===== src/rtl/core/circ_sqrt.sv =====
// Pipelined integer square root, one result bit per stage.
// Depends on nothing.
module circ_sqrt
#(
    parameter int W = 64
)
(
    input  logic           clk,
    input  logic [W-1:0]   x,
    output logic [W/2-1:0] r
);

    localparam int NS = W / 2;

    logic [W-1:0] x_reg [NS];
    logic [W-1:0] r_reg [NS];

    for (genvar k = 0; k < NS; k++)
    begin : g_st
        logic [W-1:0] x_in;
        logic [W-1:0] r_in;
        logic [W-1:0] bit_k;
        logic [W-1:0] t;
        logic         ge;

        if (k == 0)
        begin : g_first
            assign x_in = x;
            assign r_in = '0;
        end
        else
        begin : g_rest
            assign x_in = x_reg[k-1];
            assign r_in = r_reg[k-1];
        end

        assign bit_k = W'(1) << (W - 2 - 2*k);
        assign t     = r_in + bit_k;
        assign ge    = x_in >= t;

        always_ff @(posedge clk)
        begin
            x_reg[k] <= ge ? (x_in - t) : x_in;
            r_reg[k] <= ge ? ((r_in >> 1) + bit_k) : (r_in >> 1);
        end
    end

    assign r = r_reg[NS-1][W/2-1:0];

endmodule


===== config.mk =====
export PLATFORM = sky130hd
export DESIGN_NAME = circ_sqrt
export DESIGN_NICKNAME = d
export VERILOG_FILES = /design/src/rtl/core/circ_sqrt.sv
export SDC_FILE = /design/constraint.sdc
export NUM_CORES = 2
export LEC_CHECK = 0
export BUFFER_PORTS_ARGS = -buffer_cell sky130_fd_sc_hd__buf_2
export CAP_MARGIN = 20
export CORE_AREA = 2 2 591 299
export CTS_BUF_LIST = sky130_fd_sc_hd__clkbuf_4 sky130_fd_sc_hd__clkbuf_8
export CTS_CLUSTER_DIAMETER = 50
export DETAILED_ROUTE_END_ITERATION = 6
export DIE_AREA = 0 0 593 301
export HOLD_SLACK_MARGIN = 0.15
export PLACE_DENSITY = 0.71
export SLEW_MARGIN = 20
export SYNTH_ARGS = -nofsm -noshare
export SYNTH_HDL_FRONTEND = slang
export SYNTH_SLANG_ARGS = --single-unit

===== constraint.sdc =====
create_clock -name clk -period 8.4 [get_ports clk]
set_input_delay 1.26 -clock clk [delete_from_list [all_inputs] [get_ports clk]]
set_output_delay 1.26 -clock clk [all_outputs]
set_load 0.005 [all_outputs]

# Word-level counts from Yosys, hierarchy flattened
# Memories as Yosys holds them, arrays and structs flattened.
# Index checks and enable logic that the tools add are counted.
[op_classes]
muxes = 64
add_sub_neg = 94
order_cmp = 32
[op_table]
columns = ["operator", "n"]
rows = [
  ["64-bit 2-to-1 mux", 63],
  ["64-bit greater-or-equal comparator", 31],
  ["64-bit subtractor", 31],
  ["63-bit by 1-bit adder with 64-bit output (second input constant)", 1],
  ["63-bit by 11-bit adder with 64-bit output (second input constant)", 1],
  ["63-bit by 13-bit adder with 64-bit output (second input constant)", 1],
  ["63-bit by 15-bit adder with 64-bit output (second input constant)", 1],
  ["63-bit by 17-bit adder with 64-bit output (second input constant)", 1],
  ["63-bit by 19-bit adder with 64-bit output (second input constant)", 1],
  ["63-bit by 21-bit adder with 64-bit output (second input constant)", 1],
  ["63-bit by 23-bit adder with 64-bit output (second input constant)", 1],
  ["63-bit by 25-bit adder with 64-bit output (second input constant)", 1],
  ["63-bit by 27-bit adder with 64-bit output (second input constant)", 1],
  ["63-bit by 29-bit adder with 64-bit output (second input constant)", 1],
  ["63-bit by 3-bit adder with 64-bit output (second input constant)", 1],
  ["63-bit by 31-bit adder with 64-bit output (second input constant)", 1],
  ["63-bit by 33-bit adder with 64-bit output (second input constant)", 1],
  ["63-bit by 35-bit adder with 64-bit output (second input constant)", 1],
  ["63-bit by 37-bit adder with 64-bit output (second input constant)", 1],
  ["63-bit by 39-bit adder with 64-bit output (second input constant)", 1],
  ["63-bit by 41-bit adder with 64-bit output (second input constant)", 1],
  ["63-bit by 43-bit adder with 64-bit output (second input constant)", 1],
  ["63-bit by 45-bit adder with 64-bit output (second input constant)", 1],
  ["63-bit by 47-bit adder with 64-bit output (second input constant)", 1],
  ["other kinds (44)", 44],
]
[totals]
input_bits = 65
memories = 2
output_inout_bits = 32
elab_cells = 192
regBits = 0
ram_bits = 4096
[memory_table]
columns = ["name", "words", "width", "read_ports", "rd_clocked_by_memory_dff", "write_ports", "line", "rtl"]
rows = [
  ["r_reg", 32, 64, 32, 0, 32, "16", "logic [W-1:0] r_reg [NS];"],
  ["x_reg", 32, 64, 31, 0, 32, "15", "logic [W-1:0] x_reg [NS];"],
]

# Depth between registers and ports, before layout
# An unclocked memory read counts as a cell.
[logic_depth]
depth_word = 4
depth_mapped = 16
mapped_depth_nobuf = 14

# Least setup slack after synthesis
# No wires, ideal clock.
[synth_path]
kind = "register to register"
startpoint = "memory r_reg[11][41] (netlist: r_reg[0][745])"
endpoint = "memory x_reg[12][60] (netlist: x_reg[0][828])"
t_arrival_ps = 3369
required_time_ps = 8272
period_less_slack_ps = 3497
slack_ps = 4903
stages_incl_launch_ff = 14
n_path_buf = 1
cell_sequence = "dfxtp_1 inv_1 ha_1 a21o_1 a21o_1 a221o_1 a221o_1 a221o_1 or4_1 clkbuf_1 nor2b_1 and2_1 nor3b_1 xor2_1"
[synth_rtl]
columns = ["item", "line"]
rows = [
  ["start: declaration", "16"],
  ["end: declaration", "15"],
]

==> metrics.log <==
INFO  metric dp_cells = 11800
INFO  metric syn-mean-instance-area = 9.97 um^2
INFO  metric synthArstFlopShare = 0%
INFO  metric numCtsBuffers = 340
INFO  metric drtPass1Iterations = 7
INFO  metric synth-edff-count = 0
INFO  metric post_cts_hold_buffer_count = 0
INFO  metric timing.critical_path.to_type = flip-flop
INFO  metric detail_route.drc_violations = 0
INFO  metric number_of_input_and_output_port_buffers_inserted = 96
INFO  metric synth_warnings = 0
INFO  metric htree_levels = 5
INFO  metric gp_congestion = 0.928
INFO  metric achievable-frequency = 0.230 GHz
INFO  metric tightestPinTransition = 1.24 ns
INFO  metric worst_hold_slack = 0.264 ns
INFO  metric mappedNetlistArea = 94800 um^2
INFO  metric initial_antenna_violation_count = 1
INFO  metric relSlewSlack = 16.5%
INFO  metric final_min_period_over_clock_period = 51.9%
INFO  metric stdcell_count = 12400
INFO  metric pin_count_of_the_biggest_net_entering_global_routing = 66
INFO  metric ctsRootBufferMaster = sky130_fd_sc_hd__clkbuf_8
INFO  metric cellLeakagePower = 48.5 nW
INFO  metric synth.yosys.seq_area_share = 53.0%
INFO  metric required = 9.19 ns
INFO  metric critical_path_peak_fanout = 7
INFO  metric routed_wirelength = 202000 um
INFO  metric clock_sinks = 2512
INFO  metric hpwlAfterDp = 154000 um
INFO  metric detail_route.iter0.violations = 3965
INFO  metric postSynthRegisterBits = 2512
INFO  metric report.final.setup_viol = 0
INFO  metric timing.critical_path.from_type = flip-flop
INFO  metric ant_nets = 0
INFO  metric fin_crit = 4.36 ns
INFO  metric setup_repair_after_global_routing_missed_its_margin = no
INFO  metric num-nets-final = 10400
INFO  metric routed_wire_length_per_instance = 16.3 um
INFO  metric dr_total_vias = 65600
INFO  metric dieWidth = 593 um
INFO  metric synthCells = 9507
INFO  metric largest_reg_flops = 1984
INFO  metric first_global_vias = 66500
INFO  metric die_y = 301 um
INFO  metric hold_path.class = flip-flop to flip-flop
INFO  metric tns = 0 ns
INFO  metric timing.final.hold_violations = 0
INFO  metric grt_pass1_wl = 325000 um
INFO  metric initial_standard_cell_utilization_of_the_core = 54.9%
INFO  metric synth_cell_types = 84
INFO  metric routed_via_density = 5.31
INFO  metric layout.cells.most_common_list = sky130_fd_sc_hd__dfxtp_1, sky130_fd_sc_hd__inv_1, sky130_fd_sc_hd__nor2_1, sky130_fd_sc_hd__nand2_1, sky130_fd_sc_hd__a21oi_1
INFO  metric worst_clock_skew = 0.0917 ns
INFO  metric outcome = finished clean
INFO  metric ir_worst_vdd = 0.000224 V
INFO  metric area_growth = 10.6%
INFO  metric tritoncts_clock_tree = yes
INFO  metric cp_arrival = 5.14 ns
INFO  metric clk_path_buf_depth = 4
INFO  metric postCtsSetupBuffers = 0
INFO  metric design.core.area = 173000 um^2
INFO  metric final-max-slew-violation-count = 0
INFO  metric drive_gt1_share = 8.92%
INFO  metric io_pins = 97
INFO  metric mostFrequentLayoutCell = sky130_fd_sc_hd__dfxtp_1
INFO  metric design.die.area = 178000 um^2
INFO  metric cts-resized-gates = 0
INFO  metric synth_ff_type = sky130_fd_sc_hd__dfxtp_1
INFO  metric floorplan.rows = 108
INFO  metric ratio_of_total_power_to_cell_area = 331 nW/um^2
INFO  metric syn-num-nets = 10100
INFO  metric critical_path_class = flip-flop to flip-flop
INFO  metric grt_overflow = 0
INFO  metric clk_pin_slew = 0.07 ns
INFO  metric grt_util_all_layers = 22.3%
INFO  metric final.fill_count = 14300
INFO  metric drv_cap = 0
INFO  metric clk-insertion-delay-late = 0.98 ns
[metal layers]
layer,part of all wire [%],global-route usage (%),vias to the layer above
li1,-,-,33700
met1,40,23.3,29800
met2,51,42.7,1416
met3,3.3,3.19,573
met4,5.7,12.8,0
met5,0,0,-
[cells by family after synthesis]
family,synth area share [%]
multiplexers,1.10
XOR/XNOR,8.25
buffers and inverters,3.52
flip-flops,53.0
AND/OR/NAND/NOR,14.9
AO/OA/AOI/OAI,11.8
adder cells (fa/ha/maj),7.36
[path summary, 6_finish.rpt]
| path | endpoint | depth (start not counted) | startpoint | slack (ns) |
|---|---|---|---|---|
| hold / removal | x_reg[0][170] | 0 | x_reg[0][106] | 0.26 |
| hold reg to reg | x_reg[0][170] | 0 | x_reg[0][106] | 0.26 |
| setup reg to reg | x_reg[1][697] | 12 | r_reg[1][596] | 4.04 |
| setup / recovery | x_reg[1][697] | 12 | r_reg[1][596] | 4.04 |
[power by group]
group | leakage [nW] | switching [W] | total (W) | internal [W]
logic | 23.7 | 0.00468 | 0.00862 | 0.00394
registers | 21.1 | 0.00202 | 0.0166 | 0.0146
clock network | 3.75 | 0.00435 | 0.00945 | 0.00511
total | 48.5 | 0.0111 | 0.0347 | 0.0237
[synthesized netlist by cell type, drive strengths merged, types with 148 or more instances]
master | count | area (um^2)
a21oi | 591 | 2960
nand2 | 601 | 2260
clkbuf | 169 | 634
a21o | 252 | 1890
dfxtp | 2512 | 50300
nor2 | 614 | 2300
xor2 | 415 | 3630
xnor2 | 478 | 4190
inv | 702 | 2640
nor3 | 263 | 1320
o21ai | 449 | 2250
ha | 558 | 6980
nand4 | 159 | 995
nand3 | 148 | 741
nor4 | 323 | 2020
[metrics by stage]
| stage | utilization (%) | setup slack (ns) | power [W] | area [um^2] |
|---|---|---|---|---|
| 2_1_floorplan | - | 4.90 | 0.0231 | 94800 |
| 3_3_place_gp | 56.6 | 4.16 | 0.0252 | 97800 |
| 3_5_place_dp | 56.6 | 4.10 | 0.0254 | 97800 |
| 4_1_cts | 60.7 | 4.06 | 0.0349 | 105000 |
| 5_1_grt | 60.7 | 3.70 | 0.0368 | 105000 |
| 6_report | 60.7 | 4.04 | 0.0347 | 105000 |
[area by class of cell]
cell class	count	area (um^2)	area share, %
diodes	2	5.00	0.00477
clock buffers	541	6730	6.42
clock inverters	49	332	0.316
inverters	702	2640	2.51
multi-input cells	6108	41300	39.3
flip-flops and latches	2512	50300	47.9
well taps	2310	2890	2.75
repair buffers	132	751	0.716
[worst max-delay path, cell delays in order (launching register included)]
cell	delay [ns]
sky130_fd_sc_hd__dfxtp_1	0.34
sky130_fd_sc_hd__inv_1	0.05
sky130_fd_sc_hd__ha_1	0.35
sky130_fd_sc_hd__and2_1	0.25
sky130_fd_sc_hd__nand3_1	0.29
sky130_fd_sc_hd__nor4_1	1.00
sky130_fd_sc_hd__nand3_1	0.24
sky130_fd_sc_hd__nand2_1	0.20
sky130_fd_sc_hd__o31ai_1	0.11
sky130_fd_sc_hd__nor4_1	0.69
sky130_fd_sc_hd__and3_1	0.43
sky130_fd_sc_hd__nand2_1	0.11
sky130_fd_sc_hd__xnor2_1	0.15
Note: power is estimated with default switching activity, not from simulation.
